`config.mk`:
```
export PLATFORM = sky130hd
export DESIGN_NAME = subtractive_random_generator_core
export DESIGN_NICKNAME = d
export VERILOG_FILES = /design/src/hw/rtl/srg_pkg.sv /design/src/hw/rtl/srg_ram.sv /design/src/hw/rtl/srg_alu.sv /design/src/hw/rtl/subtractive_random_generator_core.sv
export VERILOG_INCLUDE_DIRS = /design/src /design/src/hw/rtl
export SDC_FILE = /design/constraint.sdc
export NUM_CORES = 2
export LEC_CHECK = 0
export BUFFER_PORTS_ARGS = -buffer_cell sky130_fd_sc_hd__clkbuf_2
export CAP_MARGIN = 10
export CELL_PAD_IN_SITES_DETAIL_PLACEMENT = 1
export CELL_PAD_IN_SITES_GLOBAL_PLACEMENT = 1
export CORE_MARGIN = 8
export CORE_UTILIZATION = 30
export CTS_BUF_LIST = sky130_fd_sc_hd__clkbuf_16
export DETAILED_ROUTE_END_ITERATION = 8
export PLACE_DENSITY_LB_ADDON = 0.1
export SLEW_MARGIN = 20
export SYNTH_ARGS = -nofsm -noshare
export SYNTH_HDL_FRONTEND = slang
export SYNTH_HIERARCHICAL = 1
export SYNTH_SLANG_ARGS = --single-unit
```
`constraint.sdc`:
```
create_clock -name clk -period 5.7 [get_ports clk]
set_input_delay 0 -clock clk [delete_from_list [all_inputs] [get_ports clk]]
set_output_delay 0 -clock clk [all_outputs]
set_load 0.02 [all_outputs]
```
`src/hw/rtl/subtractive_random_generator_core_assert.svh`:
```
// Assertion macros for the subtractive generator core.
// Used inside modules that have clk and arst_n in scope.
`ifndef SUBTRACTIVE_RANDOM_GENERATOR_CORE_ASSERT_SVH
`define SUBTRACTIVE_RANDOM_GENERATOR_CORE_ASSERT_SVH

// Same-cycle implication, disabled during reset.
`define SRG_ASSERT_NOW(label, ante, cons, msg) \
	label: assert property (@(posedge clk) disable iff (!arst_n) (ante) |-> (cons)) \
		else $error(msg);

// Next-cycle implication, disabled during reset.
`define SRG_ASSERT_NEXT(label, ante, cons, msg) \
	label: assert property (@(posedge clk) disable iff (!arst_n) (ante) |=> (cons)) \
		else $error(msg);

`endif

```
`src/hw/rtl/srg_pkg.sv`:
```
// Shared types, constants and helpers for the subtractive generator core.
// No dependencies.
package srg_pkg;

	localparam int unsigned TableLen  = 55;
	localparam int unsigned ValueW    = 30;
	localparam int unsigned PosW      = 6;
	localparam int unsigned SeedW     = 32;

	localparam logic [ValueW-1:0] Modulus     = 30'd1000000000;
	localparam logic [SeedW-1:0]  SeedMagic   = 32'd161803398;
	localparam logic [PosW-1:0]   LastPos     = 6'd55;
	localparam logic [PosW-1:0]   ScatterStep = 6'd21;
	localparam logic [PosW-1:0]   TrailStart  = 6'd31;
	localparam logic [PosW-1:0]   OtherStart  = 6'd32;
	localparam logic [PosW-1:0]   ScatterLast = 6'd54;

	localparam logic ModeReseed = 1'b0;
	localparam logic ModeDraw   = 1'b1;

	typedef logic [ValueW-1:0] value_t;
	typedef logic [PosW-1:0]   pos_t;

	typedef enum logic [3:0] {
		ST_IDLE,
		ST_DIFF,
		ST_MOD,
		ST_TOP,
		ST_SCAT,
		ST_MIX_RD,
		ST_MIX_WR,
		ST_DRAW_RD,
		ST_DRAW_WR
	} state_t;

	// Position step with wrap from 55 (or above) back to 1.
	function automatic pos_t pos_adv(pos_t p);
		pos_t r;
		if (p >= LastPos) begin
			r = pos_t'(1);
		end else begin
			r = p + pos_t'(1);
		end
		return r;
	endfunction

endpackage

```
`src/hw/rtl/srg_ram.sv`:
```
// Generic RAM: one write port, two read ports, registered read data.
// No dependencies.
module srg_ram #(
	parameter int unsigned Width = 8,
	parameter int unsigned Depth = 16
) (
	input  logic                     clk,
	input  logic                     we,
	input  logic [$clog2(Depth)-1:0] waddr,
	input  logic [Width-1:0]         wdata,
	input  logic [$clog2(Depth)-1:0] raddr_a,
	output logic [Width-1:0]         rdata_a,
	input  logic [$clog2(Depth)-1:0] raddr_b,
	output logic [Width-1:0]         rdata_b
);

	logic [Width-1:0] mem_q [Depth];

	always_ff @(posedge clk) begin
		if (we) begin
			mem_q[waddr] <= wdata;
		end
		rdata_a <= mem_q[raddr_a];
		rdata_b <= mem_q[raddr_b];
	end

endmodule

```
`src/hw/rtl/srg_alu.sv`:
```
// Shared subtract-modulo unit: y = (a - b) mod 10^9 for a, b below 10^9.
// Depends on srg_pkg.
module srg_alu (
	input  srg_pkg::value_t a,
	input  srg_pkg::value_t b,
	output srg_pkg::value_t y
);
	import srg_pkg::*;

	logic [ValueW:0] diff;
	logic [ValueW:0] wrap;

	assign diff = {1'b0, a} - {1'b0, b};
	assign wrap = diff + {1'b0, Modulus};
	assign y    = diff[ValueW] ? wrap[ValueW-1:0] : diff[ValueW-1:0];

endmodule

```
`src/hw/rtl/subtractive_random_generator_core.sv`:
```
// Subtractive lagged pseudo-random generator, modulo 10^9, 55-entry lag table.
// Depends on srg_pkg, srg_alu, srg_ram and the assertion macro header.
//
// Input channel (in_valid/in_ready): mode and seed. mode 0 reseeds the table
// from seed and returns nothing; mode 1 draws the next value.
// Output channel (out_valid/out_ready): value, one per draw.
// Draw: accepted in idle; DRAW_RD reads both lag entries, then DRAW_WR writes back
// the difference and loads it into the output register once that register is free.
// Reseed: DIFF and MOD fold the seed, TOP and SCAT make 55 writes for the scatter,
// then 4 x 55 mixing steps, each a read (MIX_RD) then a write (MIX_WR) through the
// shared subtract unit on the single-write table RAM.
// The result sits in an output register; a new item is taken while it waits.
// A draw that finishes while the previous value is still unread holds until
// the receiver takes it.
// Reset: indices zero and the table reads as all zeros (a seeded flag masks
// the RAM until the first reseed fills every entry), so draws return zero.
module subtractive_random_generator_core (
	input  logic                          clk,
	input  logic                          arst_n,
	input  logic                          in_valid,
	output logic                          in_ready,
	input  logic                          mode,
	input  logic signed [srg_pkg::SeedW-1:0] seed,
	output logic                          out_valid,
	input  logic                          out_ready,
	output srg_pkg::value_t               value
);
	import srg_pkg::*;

	state_t state_q, state_d;

	pos_t   lead_q, trail_q;
	pos_t   pos_q, cnt_q, other_q;
	logic [1:0] pass_q;
	logic   seeded_q;
	logic   out_valid_q;
	value_t value_q;
	value_t prev_q, cur_q;
	logic [SeedW-1:0]  mag_q;
	logic [SeedW-2:0]  diff_q;

	logic   mem_we;
	pos_t   mem_waddr, raddr_a, raddr_b;
	value_t mem_wdata, rdata_a, rdata_b;
	value_t alu_a, alu_b, alu_y;
	logic   out_free;
	logic   in_xfer;
	logic [SeedW-1:0] seed_u;
	logic [SeedW-1:0] mag_d;
	logic [6:0] pos_sum;

	assign in_ready  = (state_q == ST_IDLE);
	assign in_xfer   = in_valid && in_ready;
	assign out_valid = out_valid_q;
	assign value     = value_q;
	assign out_free  = !out_valid_q || out_ready;

	assign seed_u  = seed;
	assign mag_d   = (seed_u == '0) ? SeedW'(1) :
	                 (seed_u[SeedW-1] ? (~seed_u + SeedW'(1)) : seed_u);
	assign pos_sum = {1'b0, pos_q} + {1'b0, ScatterStep};

	srg_ram #(
		.Width(ValueW),
		.Depth(TableLen)
	) u_table (
		.clk    (clk),
		.we     (mem_we),
		.waddr  (mem_waddr),
		.wdata  (mem_wdata),
		.raddr_a(raddr_a),
		.rdata_a(rdata_a),
		.raddr_b(raddr_b),
		.rdata_b(rdata_b)
	);

	srg_alu u_alu (
		.a(alu_a),
		.b(alu_b),
		.y(alu_y)
	);

	// ALU operands: prev_q and cur_q in scatter, else table data (zero while unseeded).
	always_comb begin
		if (state_q == ST_SCAT) begin
			alu_a = prev_q;
			alu_b = cur_q;
		end else begin
			alu_a = seeded_q ? rdata_a : '0;
			alu_b = seeded_q ? rdata_b : '0;
		end
	end

	always_ff @(posedge clk or negedge arst_n) begin
		if (!arst_n) begin
			state_q <= ST_IDLE;
		end else begin
			state_q <= state_d;
		end
	end

	always_comb begin
		state_d   = state_q;
		mem_we    = 1'b0;
		mem_waddr = '0;
		mem_wdata = alu_y;
		raddr_a   = lead_q - pos_t'(1);
		raddr_b   = trail_q - pos_t'(1);
		case (state_q)
			ST_IDLE: begin
				if (in_xfer) begin
					state_d = (mode == ModeDraw) ? ST_DRAW_RD : ST_DIFF;
				end
			end
			ST_DIFF: state_d = ST_MOD;
			ST_MOD:  state_d = ST_TOP;
			ST_TOP: begin
				mem_we    = 1'b1;
				mem_waddr = LastPos - pos_t'(1);
				mem_wdata = prev_q;
				state_d   = ST_SCAT;
			end
			ST_SCAT: begin
				mem_we    = 1'b1;
				mem_waddr = pos_q - pos_t'(1);
				mem_wdata = cur_q;
				if (cnt_q == ScatterLast) begin
					state_d = ST_MIX_RD;
				end
			end
			ST_MIX_RD: begin
				raddr_a = cnt_q - pos_t'(1);
				raddr_b = other_q - pos_t'(1);
				state_d = ST_MIX_WR;
			end
			ST_MIX_WR: begin
				mem_we    = 1'b1;
				mem_waddr = cnt_q - pos_t'(1);
				if (cnt_q == LastPos && pass_q == 2'd3) begin
					state_d = ST_IDLE;
				end else begin
					state_d = ST_MIX_RD;
				end
			end
			ST_DRAW_RD: state_d = ST_DRAW_WR;
			ST_DRAW_WR: begin
				if (out_free) begin
					mem_we    = 1'b1;
					mem_waddr = lead_q - pos_t'(1);
					state_d   = ST_IDLE;
				end
			end
			default: state_d = ST_IDLE;
		endcase
	end

	// Control registers.
	always_ff @(posedge clk or negedge arst_n) begin
		if (!arst_n) begin
			lead_q      <= '0;
			trail_q     <= '0;
			cnt_q       <= '0;
			other_q     <= '0;
			pass_q      <= '0;
			pos_q       <= '0;
			seeded_q    <= 1'b0;
			out_valid_q <= 1'b0;
		end else begin
			if (state_q == ST_DRAW_WR && out_free) begin
				out_valid_q <= 1'b1;
			end else if (out_ready) begin
				out_valid_q <= 1'b0;
			end
			case (state_q)
				ST_IDLE: begin
					if (in_xfer && mode == ModeDraw) begin
						lead_q  <= pos_adv(lead_q);
						trail_q <= pos_adv(trail_q);
					end
				end
				ST_TOP: begin
					seeded_q <= 1'b1;
					cnt_q    <= pos_t'(1);
					pos_q    <= ScatterStep;
				end
				ST_SCAT: begin
					pos_q <= (pos_sum >= 7'(TableLen)) ? pos_t'(pos_sum - 7'(TableLen))
					                                   : pos_sum[PosW-1:0];
					if (cnt_q == ScatterLast) begin
						cnt_q   <= pos_t'(1);
						other_q <= OtherStart;
						pass_q  <= '0;
					end else begin
						cnt_q <= cnt_q + pos_t'(1);
					end
				end
				ST_MIX_WR: begin
					if (cnt_q == LastPos) begin
						cnt_q   <= pos_t'(1);
						other_q <= OtherStart;
						pass_q  <= pass_q + 2'd1;
						if (pass_q == 2'd3) begin
							lead_q  <= '0;
							trail_q <= TrailStart;
						end
					end else begin
						cnt_q   <= cnt_q + pos_t'(1);
						other_q <= pos_adv(other_q);
					end
				end
				default: ;
			endcase
		end
	end

	// Datapath registers.
	always_ff @(posedge clk) begin
		case (state_q)
			ST_IDLE: begin
				if (in_xfer) begin
					mag_q <= mag_d;
				end
			end
			ST_DIFF: begin
				diff_q <= (mag_q > SeedMagic) ? (SeedW-1)'(mag_q - SeedMagic)
				                              : (SeedW-1)'(SeedMagic - mag_q);
			end
			ST_MOD: begin
				prev_q <= (diff_q >= (SeedW-1)'(Modulus))
					? ValueW'(diff_q - (SeedW-1)'(Modulus)) : ValueW'(diff_q);
			end
			ST_TOP: cur_q <= value_t'(1);
			ST_SCAT: begin
				cur_q  <= alu_y;
				prev_q <= cur_q;
			end
			ST_DRAW_WR: begin
				if (out_free) begin
					value_q <= alu_y;
				end
			end
			default: ;
		endcase
	end

`include "subtractive_random_generator_core_assert.svh"

	`SRG_ASSERT_NOW(a_value_range, out_valid_q, value_q < Modulus, "value out of range")
	`SRG_ASSERT_NOW(a_idx_range, 1'b1, lead_q <= LastPos && trail_q <= LastPos, "index over 55")
	`SRG_ASSERT_NOW(a_no_idle_write, state_q == ST_IDLE, !mem_we, "table write while idle")
	`SRG_ASSERT_NEXT(a_reseed_done, state_q == ST_MIX_WR && state_d == ST_IDLE,
		lead_q == '0 && trail_q == TrailStart && seeded_q, "reseed left bad indices")

endmodule
```
Word level (Yosys, flattened, before mapping)
Memory sizes are Yosys's and may differ from the RTL's. A register that Yosys moved wholly into a read port is not among the register bits.
Index checks and enable logic that the tools add are counted.
Widths: inputs -> output; s select.
{ "word_totals": {"mem_bits_rw": 1650, "register_bits": 191, "word_cells": 130, "memories": 1, "output_inout_bits": 32, "romBits": 0, "in_bits": 37, "latchBits": 0} }
{ "mem_list": {"columns": ["memory", "depth", "width", "rd", "rd_ports_with_merged_regs", "wr", "line_no", "source"], "rows": [
  ["u_table.mem_q", 55, 30, 2, 2, 1, "srg_ram.sv:17", "logic [Width-1:0] mem_q [Depth];"]
]} }
{ "classes": {"bitwise": 2, "n_addsub": 18, "reduce_logical": 22, "magnitude_cmp": 6, "n_eq_ne": 17, "div": 0, "shifts": 0, "n_mux": 49, "n_mul": 0} }
{ "op_table": {"columns": ["cell", "count"], "rows": [
  ["$mux 30", 6],
  ["$pmux 30 s2", 3],
  ["$mux 6", 17],
  ["$mux 31", 2],
  ["$pmux 6 s2", 4],
  ["$pmux 4 s9", 1],
  ["$add 32x1->32 const B", 1],
  ["$gt 32x28->1 const B", 1],
  ["$logic_not 32->1", 1],
  ["$not 32->32", 1],
  ["$ge 31x30->1 const B", 1],
  ["$sub 28x31->31 const A", 1],
  ["$sub 30x30->31", 1],
  ["$sub 31x28->31 const B", 1],
  ["$add 30x30->30 const B", 1],
  ["$sub 30x30->30 const B", 1],
  ["$sub 6x1->6 const B", 5],
  ["$add 6x1->6 const B", 4],
  ["$pmux 6 s4", 1],
  ["$ge 6x6->1 const B", 3],
  ["$pmux 6 s3", 1],
  ["$eq 4x3->1 const B", 4],
  ["$eq 6x6->1 const B", 2],
  ["$mux 4", 3],
  ["27 further kinds", 48]
]} }

Logic depth before layout (Yosys ltp)
{ "logic_depth": {"depth_word": 6, "depth_mapped": 24, "depth_no_buf": 20} }

Hierarchy
Netlist, hierarchy kept.
{ "modules_own_cells": {"columns": ["mod", "n_inst", "cells_per_inst", "seq_area_each_um2", "area_each_um2"], "rows": [
  ["srg_ram", 1, 3900, 50748.7, 77778.3],
  ["subtractive_random_generator_core", 1, 1297, 5545.3, 11881.4],
  ["srg_alu", 1, 325, 0.0, 2259.7]
]} }

Least setup slack after synthesis
Ideal clock, no wire load.
{ "synth_timing": {"path_kind": "register -> register", "from": "register state_q[3]", "to": "memory u_table/mem_q[0][29] in the netlist's numbering (data pin)", "path_stages_with_launch": 25, "slack_ns": -0.036, "synth_period_minus_slack_ns": 5.736, "setup_ns": 0.558, "path_buffers": 4, "t_required_ns": 5.142, "arrival_time_ns": 5.178, "cell_sequence": "dfrtp_1 -> clkbuf_1 -> nand2b_1 -> nor3_1 -> clkbuf_1 -> clkbuf_1 -> clkbuf_1 -> nand2_1 -> nand2_1 -> inv_1 -> ha_1 -> fa_1 -> nor2b_1 -> o2111ai_1 -> a21boi_2 -> o21a_1 -> nor2_1 -> ha_1 -> o211ai_1 -> nor3b_2 -> o21ai_2 -> a2111oi_4 -> xnor2_1 -> nand2_1 -> nand3_1"} }
{ "synth_via": {"elab_chain_cells": 6, "elab_cells_between_ends": 8, "classes_between": "2 x add/sub; 2 x eq/ne; 4 x mux"} }
{ "synth_rtl": {"columns": ["item", "line_no", "source"], "rows": [
  ["from (decl)", "subtractive_random_generator_core.sv:30", "state_t state_q, state_d;"],
  ["from (signal assigned)", "subtractive_random_generator_core.sv:98", "state_q <= state_d;"],
  ["$eq 4x3->1 *", "subtractive_random_generator_core.sv:85", "if (state_q == ST_SCAT) begin"],
  ["$mux 30 *", "subtractive_random_generator_core.sv:85", null],
  ["via alu_a[0]", "subtractive_random_generator_core.sv:45", "value_t alu_a, alu_b, alu_y;"],
  ["$sub 30x30->31 *", "srg_alu.sv:13", "assign diff = {1'b0, a} - {1'b0, b};"],
  ["$add 30x30->30", "srg_alu.sv:14", "assign wrap = diff + {1'b0, Modulus};"],
  ["$mux 30 *", "srg_alu.sv:15", "assign y = diff[ValueW] ? wrap[ValueW-1:0] : diff[ValueW-1:0];"],
  ["via alu_y[29]", "subtractive_random_generator_core.sv:45", null],
  ["$pmux 30 s2 *", "subtractive_random_generator_core.sv:109", "case (state_q)"],
  ["via mem_wdata[29]", "subtractive_random_generator_core.sv:44", "value_t mem_wdata, rdata_a, rdata_b;"],
  ["to (decl)", "srg_ram.sv:17", null]
]} }
Mark *: on every way through the listed nets, which the timed path passes. The rest lies on a longest branch.

Worst setup path in the final report
{ "layout_timing": {"from": "register state_q[3]", "to": "memory u_table/mem_q[31][26] in the netlist's numbering (data pin)"} }
{ "layout_via": {"elab_chain_cells": 6, "elab_cells_between_ends": 8, "classes_between": "2 x add/sub; 2 x eq/ne; 4 x mux"} }
{ "layout_rtl": {"columns": ["item", "line_no"], "rows": [
  ["$eq 4x3->1 *", "subtractive_random_generator_core.sv:85"],
  ["$mux 30 *", "subtractive_random_generator_core.sv:85"],
  ["via alu_b[0]", "subtractive_random_generator_core.sv:45"],
  ["$sub 30x30->31 *", "srg_alu.sv:13"],
  ["$add 30x30->30", "srg_alu.sv:14"],
  ["$mux 30 *", "srg_alu.sv:15"],
  ["via alu_y[26]", "subtractive_random_generator_core.sv:45"],
  ["$pmux 30 s2 *", "subtractive_random_generator_core.sv:109"],
  ["via mem_wdata[26]", "subtractive_random_generator_core.sv:44"]
]} }
Marked as above.

==> flow_summary.toml <==
[synthesis]
ys.flop_type = "edfxtp_1"
avgSynthCellArea_um2 = 16.6
synth_edf_count = 1803
synthCells = 5522
ys_seq_area_frac = 0.612
synth.area.top_cells = "edfxtp_1 59%, mux4_2 19%, mux2i_1 2.9%, nand2_1 1.6%, dfxtp_1 1.3%"
ys_seq_elements = 1901
synth_top_area_frac = 0.589
yosysUniqueCellTypes = 106
syn_nets = 5608
syn_area_um2 = 91900
yosysTopAreaCell = "edfxtp_1"
synthArstFlopShare = 0.0200
yosys_warnings = 6

[drt]
vias = 57000
drc = 0
drtAntennaViolNets = 0
vias_per_cell = 5.61
totalWireLength_um = 361000
drt_iter0_drc = 5552
wl_per_cell_um = 35.5
drtPass1Iterations = 5

[finish]
nNetsFinal = 5952
final_cells = 10200
drive_above_1_share = 0.290
area_growth_pct = 18.0
fillers = 30700

[clocking]
numCtsBuffers = 224
htree_num_levels = 4
cts_tree = "built"
cts.clk_slew.worst_paths_ps = 60
cts_buffer_depth = 4
cts_sinks = 1901
root_buffer = "clkbuf_16"
clkLatencyLatePin_ps = 920

[place]
placedCellCount = 9641
port_buffers = 68
routabilityCongestion = 0.816
dp.final_hpwl_um = 234000

[critical_path]
r2r_cells = 21
slowest_stage = "a2111oi_0"
path_common_cell = "buf_4"
endpoint_kind = "flop"
critPathKind = "flop to flop"
crit_buf_inv = 3
worst-path-stages = 21
cp-start-kind = "flop"
crit_path_start = "state_q[3]"
rrSetupSlack_ps = 260
worstPathCellList = "nand2b_1, or3_4, and2_2, a22o_1, ha_1, fa_1, nor2b_1, o2111ai_1, a21boi_2, nor3_1, a2111oi_0, buf_4, o211a_1, nor3_2, o21ai_1, buf_4, a21oi_1, xnor2_2, nand2_1, nand3_2, buf_12"
timing.rr.end = "u_table/mem_q[31][26]"
worstPathRequired_ps = 6380
cpPeakStageDelay_ps = 460
arrival_ps = 6120
cp_max_fo = 55
crit_family = "compound AO/OA/AOI/OAI gates"
r2r_start = "state_q[3]"

[grt]
busiest_layer = "met2"
track_usage = 0.216
antenna_found_initial = 22
use_met1 = 0.306
grt_max_degree = 74
grt_pass1_vias = 59100
grt_use_met3 = 0.0370
use_met2 = 0.351
grt_overflow_total = 0
grt_pass1_wl_um = 498000

[min_path]
hold_path.class = "input pin to flop"
hold_start = "in_valid"
hold-path-cell-count = 5
whs_endpoint = "state_q[0]"

[status]
status = "complete, no violations"

[timing]
drv_slew = 0
final-setup-viol-count = 0
slew_headroom = 0.195
max_freq_mhz = 184
skew_ps = 57.2
hold_violations = 0
finalCriticalPeriod_ps = 5440
worstMarginPinSlew_ps = 1210
timing.final.crit_share = 0.954

[floorplan]
fp-row-count = 203
dieArea_um2 = 324000
chipHeight_um = 570
coreArea_um2 = 305000
io-pin-count = 69
dieWidth_um = 570
start_util = 0.301

[run]
maxCapViolCount = 0
==> registers in the layout, summed over array words and instances (netlist names), 30 cells and up <==
name             flops
u_table/mem_q     1650
mag_q               32
diff_q              31
cur_q               30
prev_q              30
u_table/rdata_a     30
u_table/rdata_b     30
value               30
==> layer usage <==
layer	vias up	routed length (µm)
li1	23500	-
met1	31400	161000
met2	1694	170000
met3	402	22100
met4	2	8260
met5	-	13
==> kinds of logic after synthesis <==
family | synth area share
flip-flops | 0.612
multiplexers | 0.227
AND/OR/NAND/NOR | 0.0517
AO/OA/AOI/OAI | 0.0641
buffers and inverters | 0.0255
XOR/XNOR | 0.0129
adder cells (fa/ha/maj) | 0.00675
==> synth_stat cells, drive strengths merged (22+ instances only) <==
library cell,number
a211oi,70
a21oi,107
a22o,36
a22oi,53
a31o,25
a31oi,22
and2,42
buf,225
clkbuf,172
dfrtp,38
dfxtp,60
edfxtp,1803
ha,48
inv,74
mux2,76
mux2i,268
mux4,768
nand2,394
nand2b,22
nand3,92
nor2,182
nor2b,55
nor3,38
nor4,30
o211ai,75
o21ai,197
o22ai,136
or3,45
xnor2,90
xor2,45
==> cell type report <==
class                           instances  area [µm²]  area share
Timing Repair Buffer                  515        5210      0.0480
Antenna cell                            8        20.0    0.000185
Sequential cell                      1901       56300       0.519
Multi-Input combinational cell       3150       34100       0.315
Clock inverter                        186        1620      0.0150
Inverter                               74         285     0.00263
Clock buffer                          231        5780      0.0533
Tap cell                             4100        5130      0.0473
==> worst register-to-register path, stage by stage (launching register included) <==
cell       delay (ps)
dfrtp_1           380
nand2b_1          250
or3_4             410
and2_2            330
a22o_1            240
ha_1              200
fa_1              410
nor2b_1           180
o2111ai_1         190
a21boi_2          280
nor3_1             90
a2111oi_0         460
buf_4             210
o211a_1           180
nor3_2             70
o21ai_1           290
buf_4             190
a21oi_1           100
xnor2_2           240
nand2_1           100
nand3_2           110
buf_12            210
==> layout by cell type (no fill, tap or decap), types with 23 or more instances in the layout <==
cell and count:
a211oi_1 64, a21oi_1 100, a22o_1 36, a22oi_1 52
a31o_1 23, and2_1 40, buf_12 101, buf_4 248
bufinv_16 25, clkbuf_16 231, clkbuf_2 68, clkinv_1 52
clkinv_2 33, dfrtp_1 38, dfxtp_1 60, dlygate4sd3_1 97
edfxtp_1 1803, ha_1 48, inv_1 119, mux2_2 75
mux2i_1 261, mux4_2 768, nand2_1 379, nand3_1 78
nor2_1 123, nor2_4 57, nor2b_1 54, nor3_1 32
nor4_1 29, o211ai_1 75, o21ai_0 183, o22ai_1 136
or3_1 42, xnor2_1 85, xor2_1 41
==> repair_timing <==
item / 4_1_cts / 5_1_grt
hold endpoints to repair: 117 / 0
pin swaps: 0 / 2
resized for setup: 2 / 20
setup buffers: 0 / 2
hold buffers: 97 / 0
endpoints found under the setup margin: 126 / 596
==> how the worst max path moves through the flow <==
stage	endpoint	slack, ps
2_1_floorplan	u_table/mem_q[0][27]	50
3_3_place_gp	u_table/mem_q[21][22]	80
3_5_place_dp	u_table/mem_q[23][24]	-90
4_1_cts	u_table/mem_q[4][22]	40
5_1_grt	u_table/mem_q[26][25]	-50
6_report	u_table/mem_q[31][26]	260
==> through the flow <==
step / cell area [µm²] / TNS (ps) / utilization / setup WS [ps] / hold slack [ps]
3_5_place_dp: 99900 / -5450 / 0.327 / -86.8 / 126
4_1_cts: 108000 / 0 / 0.355 / 41.5 / 42.5
3_3_place_gp: 99900 / 0 / 0.327 / 82.3 / 121
5_1_grt: 108000 / -2510 / 0.355 / -46.9 / 130
2_1_floorplan: 91900 / 0 / - / 49.4 / -296
6_report: 108000 / 0 / 0.355 / 262 / 136
Power is not shown: default switching activity piles up to over one toggle a cycle in this logic, so the estimate is an artifact.
